$ cat src/rtl/vhs_pkg.sv
// ----------------------------------------------------------------------------
// vhs_pkg
// Shared types and constants for the vial handling sequencer: state codes,
// actuator command codes, register indexes and the item structures.
// ----------------------------------------------------------------------------
package vhs_pkg;

    // Width of the internal vial counter (the result shows its low 16 bits)
    localparam int COUNT_BITS  = 16;

    localparam int TIME_W      = 19;
    localparam int ELAPSED_W   = 21;
    localparam int TICK_W      = 10;
    localparam int CFG_IDX_W   = 3;
    localparam int S_DATA_W    = 24;
    localparam int M_DATA_W    = 32;

    localparam logic [ELAPSED_W-1:0] ELAPSED_MAX = {ELAPSED_W{1'b1}};

    // Register reset values
    localparam logic [TIME_W-1:0] LIFT_TIMEOUT_RST = TIME_W'(5000);
    localparam logic [TIME_W-1:0] REV_TIMEOUT_RST  = TIME_W'(5000);
    localparam logic [TIME_W-1:0] GRAB_WAIT_RST    = TIME_W'(500);
    localparam logic [TIME_W-1:0] LID_TIMEOUT_RST  = TIME_W'(5000);
    localparam logic [TIME_W-1:0] MEASURE_TIME_RST = TIME_W'(10000);

    typedef enum logic [4:0] {
        ST_IDLE            = 5'd0,
        ST_HOMING          = 5'd1,
        ST_ROT_VIAL        = 5'd2,
        ST_DOWN_PICK       = 5'd3,
        ST_GRAB            = 5'd4,
        ST_UP              = 5'd5,
        ST_ROT_HOLE        = 5'd6,
        ST_DOWN_PLACE      = 5'd7,
        ST_RELEASE         = 5'd8,
        ST_UP_EMPTY        = 5'd9,
        ST_CLOSE_LID       = 5'd10,
        ST_MEASURING       = 5'd11,
        ST_OPEN_LID        = 5'd12,
        ST_DOWN_RETRIEVE   = 5'd13,
        ST_GRAB_AGAIN      = 5'd14,
        ST_UP_RETURN       = 5'd15,
        ST_ROT_BACK        = 5'd16,
        ST_DOWN_RETURN     = 5'd17,
        ST_RELEASE_HOME    = 5'd18,
        ST_UP_FINAL        = 5'd19,
        ST_DONE            = 5'd20,
        ST_ERROR           = 5'd21
    } t_state;

    typedef enum logic [1:0] {
        LIFT_STOP = 2'd0,
        LIFT_UP   = 2'd1,
        LIFT_DOWN = 2'd2
    } t_lift_cmd;

    typedef enum logic [1:0] {
        LID_STOP  = 2'd0,
        LID_CLOSE = 2'd1,
        LID_OPEN  = 2'd2
    } t_lid_cmd;

    typedef enum logic [1:0] {
        STEP_NONE = 2'd0,
        STEP_CW   = 2'd1,
        STEP_CCW  = 2'd2
    } t_step_req;

    typedef enum logic [CFG_IDX_W-1:0] {
        CFG_LIFT_TIMEOUT  = 3'd0,
        CFG_REV_TIMEOUT   = 3'd1,
        CFG_GRAB_WAIT     = 3'd2,
        CFG_LID_TIMEOUT   = 3'd3,
        CFG_MEASURE_TIME  = 3'd4,
        CFG_HOLE_STEPS    = 3'd5
    } t_cfg_idx;

    typedef struct packed {
        logic [TIME_W-1:0] lift_timeout_ms;
        logic [TIME_W-1:0] revolver_timeout_ms;
        logic [TIME_W-1:0] dwell_ms;
        logic [TIME_W-1:0] lid_timeout_ms;
        logic [TIME_W-1:0] measure_time_ms;
    } t_cfg;

    typedef struct packed {
        logic              run_enable;
        logic [TICK_W-1:0] tick_ms;
        logic              lift_at_top;
        logic [1:0]        lift_trigger_events;
        logic              revolver_at_vial;
        logic [1:0]        revolver_trigger_events;
        logic              revolver_busy;
        logic              lid_is_closed;
        logic              lid_is_open;
    } t_tick;

    typedef struct packed {
        t_state      state_code;
        t_lift_cmd   lift_drive;
        logic        magnet_closed;
        logic        revolver_turning;
        t_step_req   revolver_step_request;
        t_lid_cmd    lid_drive;
        logic [15:0] cycles_done;
        logic        fault;
    } t_result;

endpackage

$ cat src/rtl/vhs_cfg_regs.sv
// ----------------------------------------------------------------------------
// vhs_cfg_regs
// Timing registers of the sequencer, written through the configuration
// channel. The hole step count belongs to the external stepper and is not
// held here.
// ----------------------------------------------------------------------------
module vhs_cfg_regs
    import vhs_pkg::*;
(
    input  logic                  i_clk,
    input  logic                  i_rst_n,
    input  logic                  i_cfg_valid,
    output logic                  o_cfg_ready,
    input  logic [CFG_IDX_W-1:0]  i_cfg_index,
    input  logic [TIME_W-1:0]     i_cfg_data,
    output t_cfg                  o_cfg
);

    t_cfg r_cfg;

    // Always able to take a write
    assign o_cfg_ready = 1'b1;
    assign o_cfg       = r_cfg;

    // Store the written value in the addressed register
    always_ff @(posedge i_clk) begin
        if (!i_rst_n) begin
            r_cfg.lift_timeout_ms     <= LIFT_TIMEOUT_RST;
            r_cfg.revolver_timeout_ms <= REV_TIMEOUT_RST;
            r_cfg.dwell_ms            <= GRAB_WAIT_RST;
            r_cfg.lid_timeout_ms      <= LID_TIMEOUT_RST;
            r_cfg.measure_time_ms     <= MEASURE_TIME_RST;
        end else if (i_cfg_valid) begin
            case (t_cfg_idx'(i_cfg_index))
                CFG_LIFT_TIMEOUT: r_cfg.lift_timeout_ms     <= i_cfg_data;
                CFG_REV_TIMEOUT:  r_cfg.revolver_timeout_ms <= i_cfg_data;
                CFG_GRAB_WAIT:    r_cfg.dwell_ms            <= i_cfg_data;
                CFG_LID_TIMEOUT:  r_cfg.lid_timeout_ms      <= i_cfg_data;
                CFG_MEASURE_TIME: r_cfg.measure_time_ms     <= i_cfg_data;
                CFG_HOLE_STEPS:   ;
                default:          ;
            endcase
        end
    end

endmodule

$ cat src/rtl/vhs_ctrl.sv
// ----------------------------------------------------------------------------
// vhs_ctrl
// Sequence state machine with its timer, trigger totals and actuator
// command registers. Works out one tick per advance and presents the
// result of that tick.
// ----------------------------------------------------------------------------
module vhs_ctrl
    import vhs_pkg::*;
(
    input  logic    i_clk,
    input  logic    i_rst_n,
    input  logic    i_advance,
    input  t_tick   i_tick,
    input  t_cfg    i_cfg,
    output t_result o_result
);

    // State registers
    t_state                 r_state, n_state;
    logic                   r_entry, n_entry;
    logic [ELAPSED_W-1:0]   r_elapsed, n_elapsed;
    logic                   r_left, n_left;
    logic [1:0]             r_lt_total, n_lt_total;
    logic [1:0]             r_rv_total, n_rv_total;
    logic [COUNT_BITS-1:0]  r_vial, n_vial;
    t_lift_cmd              r_lift_cmd, n_lift_cmd;
    logic                   r_magnet, n_magnet;
    logic                   r_rev_cmd, n_rev_cmd;
    t_lid_cmd               r_lid_cmd, n_lid_cmd;

    t_step_req              w_step;
    t_state                 w_succ;
    logic [ELAPSED_W:0]     w_el_sum;
    logic [ELAPSED_W-1:0]   w_el_cur;
    logic [2:0]             w_lt_sum;
    logic [2:0]             w_rv_sum;
    logic [1:0]             w_lt_sat;
    logic [1:0]             w_rv_sat;
    logic [TIME_W:0]        w_home_limit;
    logic                   w_lift_over;
    logic                   w_rev_over;
    logic                   w_grab_over;
    logic                   w_lid_over;
    logic                   w_home_over;
    logic                   w_meas_done;
    logic [1:0]             w_need;
    logic [31:0]            w_vial_ext;

    // Timer grows on every tick but the entry tick, saturating
    assign w_el_sum = {1'b0, r_elapsed} + (ELAPSED_W+1)'(i_tick.tick_ms);
    assign w_el_cur = r_entry ? r_elapsed :
                      (w_el_sum[ELAPSED_W] ? ELAPSED_MAX : w_el_sum[ELAPSED_W-1:0]);

    // Trigger totals saturate at three
    assign w_lt_sum = {1'b0, r_lt_total} + {1'b0, i_tick.lift_trigger_events};
    assign w_rv_sum = {1'b0, r_rv_total} + {1'b0, i_tick.revolver_trigger_events};
    assign w_lt_sat = w_lt_sum[2] ? 2'd3 : w_lt_sum[1:0];
    assign w_rv_sat = w_rv_sum[2] ? 2'd3 : w_rv_sum[1:0];

    // Timeout compares on the updated timer
    assign w_home_limit = {1'b0, i_cfg.lift_timeout_ms} + {1'b0, i_cfg.revolver_timeout_ms};
    assign w_lift_over  = w_el_cur > ELAPSED_W'(i_cfg.lift_timeout_ms);
    assign w_rev_over   = w_el_cur > ELAPSED_W'(i_cfg.revolver_timeout_ms);
    assign w_grab_over  = w_el_cur > ELAPSED_W'(i_cfg.dwell_ms);
    assign w_lid_over   = w_el_cur > ELAPSED_W'(i_cfg.lid_timeout_ms);
    assign w_home_over  = w_el_cur > ELAPSED_W'(w_home_limit);
    assign w_meas_done  = w_el_cur >= ELAPSED_W'(i_cfg.measure_time_ms);

    // The normal successor is the next code; DONE loops back explicitly
    assign w_succ = t_state'(5'(r_state) + 5'd1);
    assign w_need = (r_state == ST_DOWN_PLACE) ? 2'd2 : 2'd1;

    // Hold the state register
    always_ff @(posedge i_clk) begin
        if (!i_rst_n) begin
            r_state    <= ST_IDLE;
            r_entry    <= 1'b1;
            r_elapsed  <= '0;
            r_left     <= 1'b0;
            r_lt_total <= '0;
            r_rv_total <= '0;
            r_vial     <= '0;
            r_lift_cmd <= LIFT_STOP;
            r_magnet   <= 1'b0;
            r_rev_cmd  <= 1'b0;
            r_lid_cmd  <= LID_STOP;
        end else if (i_advance) begin
            r_state    <= n_state;
            r_entry    <= n_entry;
            r_elapsed  <= n_elapsed;
            r_left     <= n_left;
            r_lt_total <= n_lt_total;
            r_rv_total <= n_rv_total;
            r_vial     <= n_vial;
            r_lift_cmd <= n_lift_cmd;
            r_magnet   <= n_magnet;
            r_rev_cmd  <= n_rev_cmd;
            r_lid_cmd  <= n_lid_cmd;
        end
    end

    // Next state and commands for one tick
    always_comb begin
        n_state    = r_state;
        n_entry    = r_entry;
        n_elapsed  = r_elapsed;
        n_left     = r_left;
        n_lt_total = r_lt_total;
        n_rv_total = r_rv_total;
        n_vial     = r_vial;
        n_lift_cmd = r_lift_cmd;
        n_magnet   = r_magnet;
        n_rev_cmd  = r_rev_cmd;
        n_lid_cmd  = r_lid_cmd;
        w_step     = STEP_NONE;

        if (!i_tick.run_enable) begin
            // Stop everything and drop back to idle
            n_lift_cmd = LIFT_STOP;
            n_magnet   = 1'b0;
            n_rev_cmd  = 1'b0;
            n_lid_cmd  = LID_STOP;
            n_state    = ST_IDLE;
            n_entry    = 1'b1;
            n_elapsed  = '0;
            n_vial     = '0;
        end else begin
            n_lt_total = w_lt_sat;
            n_rv_total = w_rv_sat;
            n_elapsed  = w_el_cur;
            n_entry    = 1'b0;

            case (r_state)
                ST_IDLE: begin
                    if (r_entry) begin
                        n_lift_cmd = LIFT_STOP;
                        n_magnet   = 1'b0;
                        n_rev_cmd  = 1'b0;
                        n_lid_cmd  = LID_STOP;
                    end
                    n_state   = w_succ;
                    n_entry   = 1'b1;
                    n_elapsed = '0;
                end

                ST_HOMING: begin
                    if (r_entry) begin
                        n_left     = 1'b0;
                        n_magnet   = 1'b1;
                        n_lift_cmd = LIFT_UP;
                        n_rev_cmd  = 1'b1;
                    end
                    if (!n_left && !i_tick.revolver_at_vial) n_left = 1'b1;
                    if (i_tick.lift_at_top) n_lift_cmd = LIFT_STOP;
                    if (n_left && i_tick.revolver_at_vial) n_rev_cmd = 1'b0;
                    if (i_tick.lift_at_top && n_left && i_tick.revolver_at_vial) begin
                        n_state   = w_succ;
                        n_entry   = 1'b1;
                        n_elapsed = '0;
                    end else if (w_home_over) begin
                        n_state   = ST_ERROR;
                        n_entry   = 1'b1;
                        n_elapsed = '0;
                    end
                end

                ST_ROT_VIAL: begin
                    if (r_entry) n_magnet = 1'b1;
                    n_state   = w_succ;
                    n_entry   = 1'b1;
                    n_elapsed = '0;
                end

                ST_DOWN_PICK, ST_DOWN_PLACE, ST_DOWN_RETRIEVE, ST_DOWN_RETURN: begin
                    if (r_entry) begin
                        n_left     = 1'b0;
                        n_lt_total = '0;
                        n_lift_cmd = LIFT_DOWN;
                    end
                    if (!n_left && !i_tick.lift_at_top) n_left = 1'b1;
                    if (n_left && (n_lt_total >= w_need)) begin
                        n_lift_cmd = LIFT_STOP;
                        n_state    = w_succ;
                        n_entry    = 1'b1;
                        n_elapsed  = '0;
                    end else if (w_lift_over) begin
                        n_state   = ST_ERROR;
                        n_entry   = 1'b1;
                        n_elapsed = '0;
                    end
                end

                ST_GRAB, ST_GRAB_AGAIN, ST_RELEASE, ST_RELEASE_HOME: begin
                    if (r_entry && (r_state == ST_RELEASE || r_state == ST_RELEASE_HOME))
                        n_magnet = 1'b0;
                    if (w_grab_over) begin
                        n_state   = w_succ;
                        n_entry   = 1'b1;
                        n_elapsed = '0;
                    end
                end

                ST_UP, ST_UP_EMPTY, ST_UP_FINAL: begin
                    if (r_entry) begin
                        n_left     = 1'b0;
                        n_lift_cmd = LIFT_UP;
                    end
                    if (!n_left && !i_tick.lift_at_top) n_left = 1'b1;
                    if (n_left && i_tick.lift_at_top) begin
                        n_lift_cmd = LIFT_STOP;
                        n_state    = w_succ;
                        n_entry    = 1'b1;
                        n_elapsed  = '0;
                    end else if (w_lift_over) begin
                        n_state   = ST_ERROR;
                        n_entry   = 1'b1;
                        n_elapsed = '0;
                    end
                end

                ST_UP_RETURN: begin
                    if (r_entry) begin
                        n_left     = 1'b0;
                        n_lt_total = '0;
                        n_lift_cmd = LIFT_UP;
                    end
                    if (!n_left && !i_tick.lift_at_top) n_left = 1'b1;
                    if (n_left && (n_lt_total >= 2'd2)) begin
                        n_lift_cmd = LIFT_STOP;
                        n_state    = w_succ;
                        n_entry    = 1'b1;
                        n_elapsed  = '0;
                    end else if (w_lift_over) begin
                        n_state   = ST_ERROR;
                        n_entry   = 1'b1;
                        n_elapsed = '0;
                    end
                end

                ST_ROT_HOLE, ST_ROT_BACK: begin
                    // Request the stepped move on entry; it counts as running
                    if (r_entry) begin
                        w_step = (r_state == ST_ROT_HOLE) ? STEP_CW : STEP_CCW;
                    end else if (!i_tick.revolver_busy) begin
                        n_state   = w_succ;
                        n_entry   = 1'b1;
                        n_elapsed = '0;
                    end else if (w_rev_over) begin
                        n_state   = ST_ERROR;
                        n_entry   = 1'b1;
                        n_elapsed = '0;
                    end
                end

                ST_CLOSE_LID: begin
                    if (r_entry) begin
                        n_magnet  = 1'b1;
                        n_lid_cmd = LID_CLOSE;
                    end
                    if (i_tick.lid_is_closed) begin
                        n_lid_cmd = LID_STOP;
                        n_state   = w_succ;
                        n_entry   = 1'b1;
                        n_elapsed = '0;
                    end else if (w_lid_over) begin
                        n_state   = ST_ERROR;
                        n_entry   = 1'b1;
                        n_elapsed = '0;
                    end
                end

                ST_MEASURING: begin
                    if (w_meas_done) begin
                        n_state   = w_succ;
                        n_entry   = 1'b1;
                        n_elapsed = '0;
                    end
                end

                ST_OPEN_LID: begin
                    if (r_entry) n_lid_cmd = LID_OPEN;
                    if (i_tick.lid_is_open) begin
                        n_lid_cmd = LID_STOP;
                        n_state   = w_succ;
                        n_entry   = 1'b1;
                        n_elapsed = '0;
                    end else if (w_lid_over) begin
                        n_state   = ST_ERROR;
                        n_entry   = 1'b1;
                        n_elapsed = '0;
                    end
                end

                ST_DONE: begin
                    // Count the vial and advance the revolver to the next one
                    if (r_entry) begin
                        n_vial     = r_vial + COUNT_BITS'(1);
                        n_magnet   = 1'b1;
                        n_rv_total = '0;
                        n_rev_cmd  = 1'b1;
                    end
                    if (n_rv_total >= 2'd1) begin
                        n_rev_cmd = 1'b0;
                        n_state   = ST_DOWN_PICK;
                        n_entry   = 1'b1;
                        n_elapsed = '0;
                    end else if (w_rev_over) begin
                        n_state   = ST_ERROR;
                        n_entry   = 1'b1;
                        n_elapsed = '0;
                    end
                end

                ST_ERROR: begin
                    if (r_entry) begin
                        n_lift_cmd = LIFT_STOP;
                        n_magnet   = 1'b0;
                        n_rev_cmd  = 1'b0;
                        n_lid_cmd  = LID_STOP;
                    end
                end

                default: begin
                    n_state   = ST_ERROR;
                    n_entry   = 1'b1;
                    n_elapsed = '0;
                end
            endcase
        end
    end

    // Result of the tick, taken after the update
    assign w_vial_ext = 32'(n_vial);

    always_comb begin
        o_result.state_code            = n_state;
        o_result.lift_drive            = n_lift_cmd;
        o_result.magnet_closed         = n_magnet;
        o_result.revolver_turning      = n_rev_cmd;
        o_result.revolver_step_request = w_step;
        o_result.lid_drive             = n_lid_cmd;
        o_result.cycles_done           = w_vial_ext[15:0];
        o_result.fault                 = (n_state == ST_ERROR);
    end

`ifndef NO_ASSERTIONS
    // Run low always lands in idle with the entry pending and the timer clear
    a_run_low_idle: assert property (@(posedge i_clk) disable iff (!i_rst_n)
        i_advance && !i_tick.run_enable |=>
            r_state == ST_IDLE && r_entry && r_elapsed == '0 && r_vial == '0)
        else $error("run low did not return the sequence to idle");

    // Error holds while run stays high
    a_error_holds: assert property (@(posedge i_clk) disable iff (!i_rst_n)
        i_advance && i_tick.run_enable && r_state == ST_ERROR |=> r_state == ST_ERROR)
        else $error("error state left while running");

    // Without an advance nothing of the sequence moves
    a_hold_stall: assert property (@(posedge i_clk) disable iff (!i_rst_n)
        !i_advance |=> $stable(r_state) && $stable(r_elapsed) && $stable(r_vial))
        else $error("sequence state changed without a transfer");

    // A change of state restarts the timer and marks the entry tick
    a_change_clears: assert property (@(posedge i_clk) disable iff (!i_rst_n)
        i_advance && i_tick.run_enable && n_state != r_state |=>
            r_entry && r_elapsed == '0)
        else $error("state change without timer restart");

    // A step request only comes on the entry tick of a stepped rotation
    a_step_entry: assert property (@(posedge i_clk) disable iff (!i_rst_n)
        w_step != STEP_NONE |->
            r_entry && (r_state == ST_ROT_HOLE || r_state == ST_ROT_BACK))
        else $error("step request outside a stepped rotation entry");
`endif

endmodule

$ cat src/rtl/vial_handling_sequencer.sv
// A result passes through the input register, then the result register; the tick is
// computed combinationally between them.
// Throughput: one tick per cycle, limited only by the output side taking results.
// Reset (i_rst_n low at a clock edge): sequence in idle with entry pending, timer,
// trigger totals and vial count cleared, actuators stopped, registers at defaults.
// ----------------------------------------------------------------------------
// vial_handling_sequencer
// Pick, place, measure and return sequencer for one vial handling station.
// Each input transfer is one control tick; each tick gives one command result.
// ----------------------------------------------------------------------------
module vial_handling_sequencer
    import vhs_pkg::*;
(
    input  logic                  i_clk,
    input  logic                  i_rst_n,
    // Tick stream
    input  logic                  s_axis_tvalid,
    output logic                  s_axis_tready,
    // [0] run_enable, [10:1] tick_ms, [11] lift_at_top,
    // [13:12] lift_trigger_events, [14] revolver_at_vial,
    // [16:15] revolver_trigger_events, [17] revolver_busy,
    // [18] lid_is_closed, [19] lid_is_open, [23:20] zero
    input  logic [S_DATA_W-1:0]   s_axis_tdata,
    // Command stream
    output logic                  m_axis_tvalid,
    input  logic                  m_axis_tready,
    // [4:0] state_code, [6:5] lift_drive, [7] magnet_closed,
    // [8] revolver_turning, [10:9] revolver_step_request, [12:11] lid_drive,
    // [28:13] cycles_done, [29] fault, [31:30] zero
    output logic [M_DATA_W-1:0]   m_axis_tdata,
    // Configuration writes
    input  logic                  i_cfg_valid,
    output logic                  o_cfg_ready,
    input  logic [CFG_IDX_W-1:0]  i_cfg_index,
    input  logic [TIME_W-1:0]     i_cfg_data
);

    logic                 r_in_valid;
    t_tick                r_in_tick;
    logic                 r_out_valid;
    logic [M_DATA_W-1:0]  r_out_data;
    logic                 w_advance;
    logic                 w_s_xfer;
    t_cfg                 w_cfg;
    t_result              w_result;

    // Move the held tick on when the result register is free or being emptied
    assign w_advance     = r_in_valid && (!r_out_valid || m_axis_tready);
    assign s_axis_tready = !r_in_valid || w_advance;
    assign w_s_xfer      = s_axis_tvalid && s_axis_tready;

    // Input register
    always_ff @(posedge i_clk) begin
        if (!i_rst_n) begin
            r_in_valid <= 1'b0;
        end else if (w_s_xfer) begin
            r_in_valid <= 1'b1;
        end else if (w_advance) begin
            r_in_valid <= 1'b0;
        end
    end

    always_ff @(posedge i_clk) begin
        if (w_s_xfer) begin
            r_in_tick.run_enable              <= s_axis_tdata[0];
            r_in_tick.tick_ms                 <= s_axis_tdata[10:1];
            r_in_tick.lift_at_top             <= s_axis_tdata[11];
            r_in_tick.lift_trigger_events     <= s_axis_tdata[13:12];
            r_in_tick.revolver_at_vial        <= s_axis_tdata[14];
            r_in_tick.revolver_trigger_events <= s_axis_tdata[16:15];
            r_in_tick.revolver_busy           <= s_axis_tdata[17];
            r_in_tick.lid_is_closed           <= s_axis_tdata[18];
            r_in_tick.lid_is_open             <= s_axis_tdata[19];
        end
    end

    vhs_cfg_regs u_cfg (
        .i_clk       (i_clk),
        .i_rst_n     (i_rst_n),
        .i_cfg_valid (i_cfg_valid),
        .o_cfg_ready (o_cfg_ready),
        .i_cfg_index (i_cfg_index),
        .i_cfg_data  (i_cfg_data),
        .o_cfg       (w_cfg)
    );

    vhs_ctrl u_ctrl (
        .i_clk     (i_clk),
        .i_rst_n   (i_rst_n),
        .i_advance (w_advance),
        .i_tick    (r_in_tick),
        .i_cfg     (w_cfg),
        .o_result  (w_result)
    );

    // Result register
    always_ff @(posedge i_clk) begin
        if (!i_rst_n) begin
            r_out_valid <= 1'b0;
        end else if (w_advance) begin
            r_out_valid <= 1'b1;
        end else if (m_axis_tready) begin
            r_out_valid <= 1'b0;
        end
    end

    always_ff @(posedge i_clk) begin
        if (w_advance) begin
            r_out_data <= {2'b00,
                           w_result.fault,
                           w_result.cycles_done,
                           w_result.lid_drive,
                           w_result.revolver_step_request,
                           w_result.revolver_turning,
                           w_result.magnet_closed,
                           w_result.lift_drive,
                           w_result.state_code};
        end
    end

    assign m_axis_tvalid = r_out_valid;
    assign m_axis_tdata  = r_out_data;

endmodule
$ cat config.mk
export PLATFORM = sky130hd
export DESIGN_NAME = vial_handling_sequencer
export DESIGN_NICKNAME = d
export VERILOG_FILES = /design/src/rtl/vhs_pkg.sv /design/src/rtl/vhs_cfg_regs.sv /design/src/rtl/vhs_ctrl.sv /design/src/rtl/vial_handling_sequencer.sv
export SDC_FILE = /design/constraint.sdc
export NUM_CORES = 1
export LEC_CHECK = 0
export BUFFER_PORTS_ARGS = -buffer_cell sky130_fd_sc_hd__buf_2
export CAP_MARGIN = 20
export CORE_ASPECT_RATIO = 2
export CORE_UTILIZATION = 40
export DETAILED_ROUTE_END_ITERATION = 10
export HOLD_SLACK_MARGIN = 0.03
export MAX_ROUTING_LAYER = met4
export RECOVER_POWER = 100
export SLEW_MARGIN = 20
export SYNTH_ARGS = -nofsm -noshare
export SYNTH_HDL_FRONTEND = slang
export SYNTH_SLANG_ARGS = --single-unit
$ cat constraint.sdc
create_clock -name i_clk -period 8.2 [get_ports i_clk]
set_clock_uncertainty 0.1 [all_clocks]
set_input_delay 0.41 -clock i_clk [delete_from_list [all_inputs] [get_ports i_clk]]
set_output_delay 0.41 -clock i_clk [all_outputs]
set_load 0.02 [all_outputs]
# [Word-level counts from Yosys, hierarchy flattened]
# Index checks and enable logic that the tools add are counted.
[classes] n_mux=123 add_sub_neg=6 n_eq_ne=26 order_cmp=9 n_reduce_logical=44
[op_table] cell="21-bit 2-to-1 mux" n=18
[op_table] cell="21-bit case mux with 11 select lines" n=1
[op_table] cell="21-bit by 19-bit > comparator with 1-bit output" n=4
[op_table] cell="5-bit 2-to-1 mux" n=16
[op_table] cell="5-bit case mux with 12 select lines" n=1
[op_table] cell="2-bit 2-to-1 mux" n=27
[op_table] cell="1-bit 2-to-1 mux" n=50
[op_table] cell="16-bit 2-to-1 mux" n=3
[op_table] cell="5-bit by 4-bit equality test with 1-bit output (second input constant)" n=8
[op_table] cell="5-bit equality test (second input constant)" n=7
[op_table] cell="21-bit by 10-bit adder with 22-bit output" n=1
[op_table] cell="21-bit by 19-bit >= comparator with 1-bit output" n=1
[op_table] cell="21-bit by 20-bit > comparator with 1-bit output" n=1
[op_table] cell="19-bit by 19-bit adder with 20-bit output" n=1
[op_table] cell="5-bit by 3-bit equality test with 1-bit output (second input constant)" n=4
[op_table] cell="16-bit by 1-bit adder with 16-bit output (second input constant)" n=1
[op_table] cell="1-bit logical AND" n=13
[op_table] cell="2-bit AND reduction" n=6
[op_table] cell="4-bit OR reduction" n=3
[op_table] cell="1-bit case mux with 11 select lines" n=1
[op_table] cell="5-bit by 2-bit equality test with 1-bit output (second input constant)" n=2
[op_table] cell="2-bit case mux with 5 select lines" n=1
[op_table] cell="1-bit logical NOT" n=8
[op_table] cell="2-bit by 2-bit adder with 3-bit output" n=2
[op_table] cell="20 further kinds" n=28
[word_totals] elab_cells=237 out_inout_bits=35 inputBits=51 regBits=201

# [Depth between registers and ports, before layout]
[logic_depth] depth_word=14 depth_mapped=27 depth_no_buf=27

# [Cells and area by module]
# A second synthesis with hierarchy kept.
[hier_totals] cells_unflattened=1555 area_unflattened_um2=13782.0
[by_module_without_submodules] mod="vhs_ctrl" area_per_inst_um2=8523.2 seq_area_each_um2=1081.0 cells_each=1144 n_inst=1
[by_module_without_submodules] mod="vhs_cfg_regs" area_per_inst_um2=3634.7 seq_area_each_um2=1901.8 cells_each=349 n_inst=1
[by_module_without_submodules] mod="vial_handling_sequencer" area_per_inst_um2=1624.1 seq_area_each_um2=1541.5 cells_each=62 n_inst=1

# [Least setup slack after synthesis]
# Ideal clock, no wire load.
[synth_path] kind="reg2reg" from="register r_in_tick[9] (netlist bit)" to="register r_out_data[29], in the netlist m_axis_tdata[29], data pin" path_stages_with_launch=22 t_arrival_ps=5237 path_buffers=0 setup_ps=266 period_less_slack_ps=5604 setup_slack_ps=2596 required_time_ps=7834 path_cell_list="edfxtp_1 > ha_1 > fa_1 > a211oi_4 > o21ai_2 > nand2_1 > a21o_1 > nor2_1 > and3_1 > o21ai_0 > ha_1 > nand4_1 > nor2_1 > nand4_1 > a311o_1 > a2111oi_0 > o21ai_0 > a311o_1 > or4b_1 > a211oi_2 > nor2_1 > nor4b_4"
[synth_lines] element="from (decl)" line_no="vial_handling_sequencer.sv:39" text="t_tick r_in_tick;"
[synth_lines] element="to (signal assigned)" line_no="vial_handling_sequencer.sv:109" text="r_out_data <= {2'b00,"
[synth_lines] element="to (decl)" line_no="vial_handling_sequencer.sv:41" text="logic [M_DATA_W-1:0] r_out_data;"

# [Worst setup path after layout]
[layout_path] from="register r_in_tick[9] (netlist bit)" to="register u_ctrl.r_elapsed[20]"
[layout_via] elab_chain_len=9 word_cells_on_any_way=26 cone_classes="add/sub: 1; order compare: 6; mux: 19"
[layout_rtl] element="21-bit by 10-bit adder with 22-bit output *" line_no="vhs_ctrl.sv:50" text="assign w_el_sum = {1'b0, r_elapsed} + (ELAPSED_W+1)'(i_tick.tick_ms);"
[layout_rtl] element="21-bit 2-to-1 mux *" line_no="vhs_ctrl.sv:52" text="(w_el_sum[ELAPSED_W] ? ELAPSED_MAX : w_el_sum[ELAPSED_W-1:0]);"
[layout_rtl] element="21-bit 2-to-1 mux *" line_no="vhs_ctrl.sv:51" text="assign w_el_cur = r_entry ? r_elapsed :"
[layout_rtl] element="21-bit by 19-bit > comparator with 1-bit output" line_no="vhs_ctrl.sv:63" text="assign w_rev_over = w_el_cur > ELAPSED_W'(i_cfg.revolver_timeout_ms);"
[layout_rtl] element="21-bit 2-to-1 mux" line_no="vhs_ctrl.sv:248, vhs_ctrl.sv:307"
[layout_rtl] element="21-bit 2-to-1 mux" line_no="vhs_ctrl.sv:244" text="end else if (!i_tick.revolver_busy) begin"
[layout_rtl] element="21-bit 2-to-1 mux" line_no="vhs_ctrl.sv:242" text="if (r_entry) begin"
[layout_rtl] element="21-bit case mux with 11 select lines *" line_no="vhs_ctrl.sv:133" text="case (r_state)"
[layout_rtl] element="21-bit 2-to-1 mux *" line_no="vhs_ctrl.sv:117" text="if (!i_tick.run_enable) begin"
[layout_rtl] element="to (signal assigned)" line_no="vhs_ctrl.sv:90" text="r_elapsed <= n_elapsed;"
[layout_rtl] element="to (decl)" line_no="vhs_ctrl.sv:21" text="logic [ELAPSED_W-1:0] r_elapsed, n_elapsed;"
# Every way passes the cells marked *; elsewhere a longest branch is shown, timed or not.
# A chain may end at the register's enable or synchronous reset.

==> qor.csv <==
stage,metric,value,unit
status,outcome,"complete, but fails checks",
status,violations,"capacitance limit, slew limit",
yosys,synth_compound_area_frac,0.226,
finish,final_cells,2246,
clock_tree,clock_sinks,201,
yosys,synth_flop_cell,dfxtp_1,
yosys,ys_ff_latch,201,
min_path,hp-start,i_cfg_data[18],
finish,diodes,0,
flow_run,cap_violations,7,
critical_path,r2r_cells,24,
yosys,synth_edf_count,50,
sta,max-slew-margin-rel,-1.24,
critical_path,crit_buf_inv,1,
yosys,synth_top_area_frac,0.219,
sta,fin_crit,7.25,ns
yosys,seq_area_frac_synth,0.327,
yosys,synthArstFlopShare,0,
floorplan,die_height,265,um
placement,dp.cells,2183,
floorplan,die_x,133,um
clock_tree,numCtsBuffers,23,
grt,grt_antenna_before_repair,0,
critical_path,path_depth,24,
detailed_routing,drt_wl_total,45.8,mm
floorplan,fp-row-count,96,
clock_tree,cts.clk_slew.worst_paths,0.07,ns
critical_path,cp-start-kind,register,
yosys,syn-cell-area,13800,um2
yosys,yosys.area.top_type,dfxtp_1,
clock_tree,htreeDepth,1,
critical_path,cpMostUsedCell,a211oi_1,
grt,grt_max_degree,64,
placement,gp_routability_congestion,0.999,
yosys,yosys.area_share.simple,0.209,
floorplan,initial_core_util,0.405,
floorplan,core,34100,um2
finish,area_growth,12.2,%
critical_path,crit_slowest_cell,a2111oi_2,
detailed_routing,dr.first_iter.drc_count,661,
critical_path,cp_cell_sequence,ha_1 > fa_1 > a211oi_1 > o21ai_2 > nand2_1 > a21o_1 > nor2_1 > nand4_1 > xor2_1 > nand2_1 > ha_1 > and4_1 > nand3_1 > a211oi_1 > o41a_1 > o211ai_1 > a2111oi_2 > nand3_1 > o311ai_0 > a221oi_1 > a311oi_2 > buf_4 > o41ai_1 > a211oi_1,
critical_path,end_kind,register,
grt,grt_pass1_vias,12800,
yosys,synth_top_family_by_area,compound AO/OA/AOI/OAI gates,
finish,finish.utilization,0.455,
yosys,synth_fa_ha_area_frac,0.140,
grt,grt_util_all_layers,0.269,
placement,port_buffers,78,
sta,timing.hold.ws,0.0598,ns
yosys,synth.distinct_cells,99,
yosys,synth_cells,1720,
critical_path,r2r-start,r_in_tick[9]$_DFFE_PP_,
clock_tree,clkLatencyLatePin,0.54,ns
min_path,holdPathStages,3,
critical_path,critPathKind,reg -> reg,
detailed_routing,via_per_inst,5.73,
clock_tree,cts_max_path_buffers,3,
yosys,synth_mux_area_frac,0.00833,
yosys,yosys_warnings,0,
sta,setup_violations,0,
clock_tree,cts-root-buf,clkbuf_16,
detailed_routing,dr.pass1.iters,5,
finish,final_nets,1990,
critical_path,arrival,7.56,ns
critical_path,r2r_end,u_ctrl.r_elapsed[20]$_SDFFE_PN0P_,
pwr,vdd_drop_max,0.152,mV
yosys,synth_area_leaders,"dfxtp_1, ha_1, edfxtp_1, nand2_1, a21oi_1",
yosys,synthXorXnorAreaFrac,0.0292,
clock_tree,cts_tree,built,
pwr,leakagePower,6.24,nW
grt,grt_pass1_wl,70.5,mm
sta,finalMaxSlewViolations,311,
critical_path,crit_fanout,22,
min_path,hold_class,in -> reg,
sta,max_freq,138,MHz
sta,tns,0,ns
critical_path,crit_path_max_incr_delay,0.84,ns
yosys,synth_area_per_cell,8.04,um2
sta,rsz0062_at_grt,no,
sta,final-hold-violation-count,0,
detailed_routing,route.detailed.drc,0,
detailed_routing,dr_total_vias,12900,
grt,gr-total-overflow,0,
finish,layout-drive-gt1-share,0.0698,
detailed_routing,routedWlPerCell,20.4,um
finish,nFillCells,3445,
min_path,worst_hold_path.endpoint,u_cfg.o_cfg[56]$_SDFFE_PN0P_,
critical_path,rrSetupSlack,0.95,ns
detailed_routing,ant_nets,0,
clock_tree,cts_setup_buffers,0,
placement,dp_hpwl,35.2,mm
critical_path,cp.required,8.50,ns
sta,worst_pin_slew,3.36,ns
floorplan,die_area,35300,um2
sta,finalCritPeriodShare,0.885,
floorplan,io_pins,86,
pwr,power_density,156,nW/um2
critical_path,crit_family,compound AO/OA/AOI/OAI gates,
[registers in the layout, summed over array words and instances (netlist names)]
name / flops
r_in_valid: 1
m_axis_tdata: 30
u_cfg.o_cfg: 95
u_ctrl.r_state: 5
r_in_tick: 20
u_ctrl.r_entry: 1
u_ctrl.r_rev_cmd: 1
u_ctrl.r_elapsed: 21
u_ctrl.r_lt_total: 2
u_ctrl.r_lid_cmd: 2
u_ctrl.r_magnet: 1
u_ctrl.r_lift_cmd: 2
u_ctrl.r_left: 1
u_ctrl.r_rv_total: 2
u_ctrl.r_vial: 16
m_axis_tvalid: 1
[timing repair]
item / 4_1_cts / 5_1_grt
resized for setup: 0 / 0
hold endpoints to repair: 21 / 0
hold buffers: 21 / 0
[Yosys cell counts, types with 7 or more instances]
cell type and count:
nand2_1 291, a21oi_1 181, dfxtp_1 151, ha_1 147, inv_1 128, nor2_1 120, o21ai_0 64, clkbuf_1 63
edfxtp_1 50, nand3_1 47, o211ai_1 36, a21o_1 35, nor3_1 30, xor2_1 26, a22oi_1 25, nand4_1 25
nand2b_1 22, xnor2_1 20, nor2b_1 17, and4_1 12, o21a_1 11, o21bai_1 11, a211oi_1 10, a31oi_1 10
and3_1 9, mux2i_1 7, nor4_1 7, o31ai_1 7, or3_1 7
[through the flow]
stage | cell area [um2] | setup slack (ns) | power (W)
floorplan | 13800 | 2.60 | 0.00123
global placement | 14600 | 1.35 | 0.00132
detailed placement | 14600 | 1.37 | 0.00133
CTS | 15600 | 1.37 | 0.00244
global route | 15500 | 0.554 | 0.00251
finish | 15500 | 0.946 | 0.00242
[layer usage]
layer / vias to the layer above / routed length, um / global-route usage
li1: 6264 / - / -
met1: 6096 / 15200 / 0.237
met2: 351 / 25600 / 0.523
met3: 165 / 1430 / 0.0226
met4: 0 / 3580 / 0.190
met5: - / 0 / -
[area by class of cell]
type,count,area (um2),area share
multi-input combinational,1312,8460,0.545
tap,441,552,0.0356
clock inverter,15,169,0.0109
sequential,201,4530,0.292
clock buffer,27,632,0.0407
timing repair buffer,118,676,0.0436
inverter,132,497,0.0320
[how the worst max path moves through the flow]
stage / from / endpoint / slack [ns]
2_1_floorplan: r_in_tick[9]$_DFFE_PP_ / m_axis_tdata[29]$_DFFE_PP_ / 2.60
3_3_place_gp: u_cfg.o_cfg[57]$_SDFFE_PN0P_ / m_axis_tdata[29]$_DFFE_PP_ / 1.35
3_5_place_dp: u_cfg.o_cfg[57]$_SDFFE_PN0P_ / m_axis_tdata[29]$_DFFE_PP_ / 1.37
4_1_cts: u_cfg.o_cfg[57]$_SDFFE_PN0P_ / m_axis_tdata[29]$_DFFE_PP_ / 1.37
5_1_grt: r_in_tick[9]$_DFFE_PP_ / u_ctrl.r_elapsed[20]$_SDFFE_PN0P_ / 0.55
6_report: r_in_tick[9]$_DFFE_PP_ / u_ctrl.r_elapsed[20]$_SDFFE_PN0P_ / 0.95
[placed cells by master (no fill, tap or decap), drive strengths merged, types with 9 or more instances in the layout]
master	count
a22oi	26
nand3	47
dlygate4sd3	21
nor2b	17
edfxtp	50
and3	9
a21oi	182
buf	55
clkbuf	69
o21ai	71
and4	13
ha	147
a21o	35
dfxtp	151
o21bai	11
nand2	291
o211ai	36
nand2b	22
a211oi	13
xnor2	20
inv	131
a2111oi	9
clkinv	11
nand4	25
o31ai	9
a31oi	10
xor2	26
nor2	120
o21a	11
nor3	31
[power by group]
part           switching, W  internal [W]
registers         0.0000167       0.00104
logic              0.000169     0.0000837
clock network      0.000458      0.000650
[worst reg2reg max path, stage by stage (launching register included)]
cell	delay (ns)
edfxtp_1	0.37
ha_1	0.26
fa_1	0.46
a211oi_1	0.56
o21ai_2	0.15
nand2_1	0.16
a21o_1	0.30
nor2_1	0.12
nand4_1	0.13
xor2_1	0.15
nand2_1	0.21
ha_1	0.38
and4_1	0.19
nand3_1	0.22
a211oi_1	0.26
o41a_1	0.18
o211ai_1	0.16
a2111oi_2	0.84
nand3_1	0.14
o311ai_0	0.33
a221oi_1	0.42
a311oi_2	0.29
buf_4	0.34
o41ai_1	0.14
a211oi_1	0.25
[kinds of logic (layout without fill, tap and decap cells)]
group,count (synthesis),in the layout
and+or+nand+nor,623,623
AOI/OAI and AO/OA,476,476
buffers and inverters,208,292
DFF,201,201
adders and majority gates,153,153
xor gates and xnor gates,46,46
muxes,11,11
other,2,3
No activity file was read; power rests on OpenSTA's default activity.
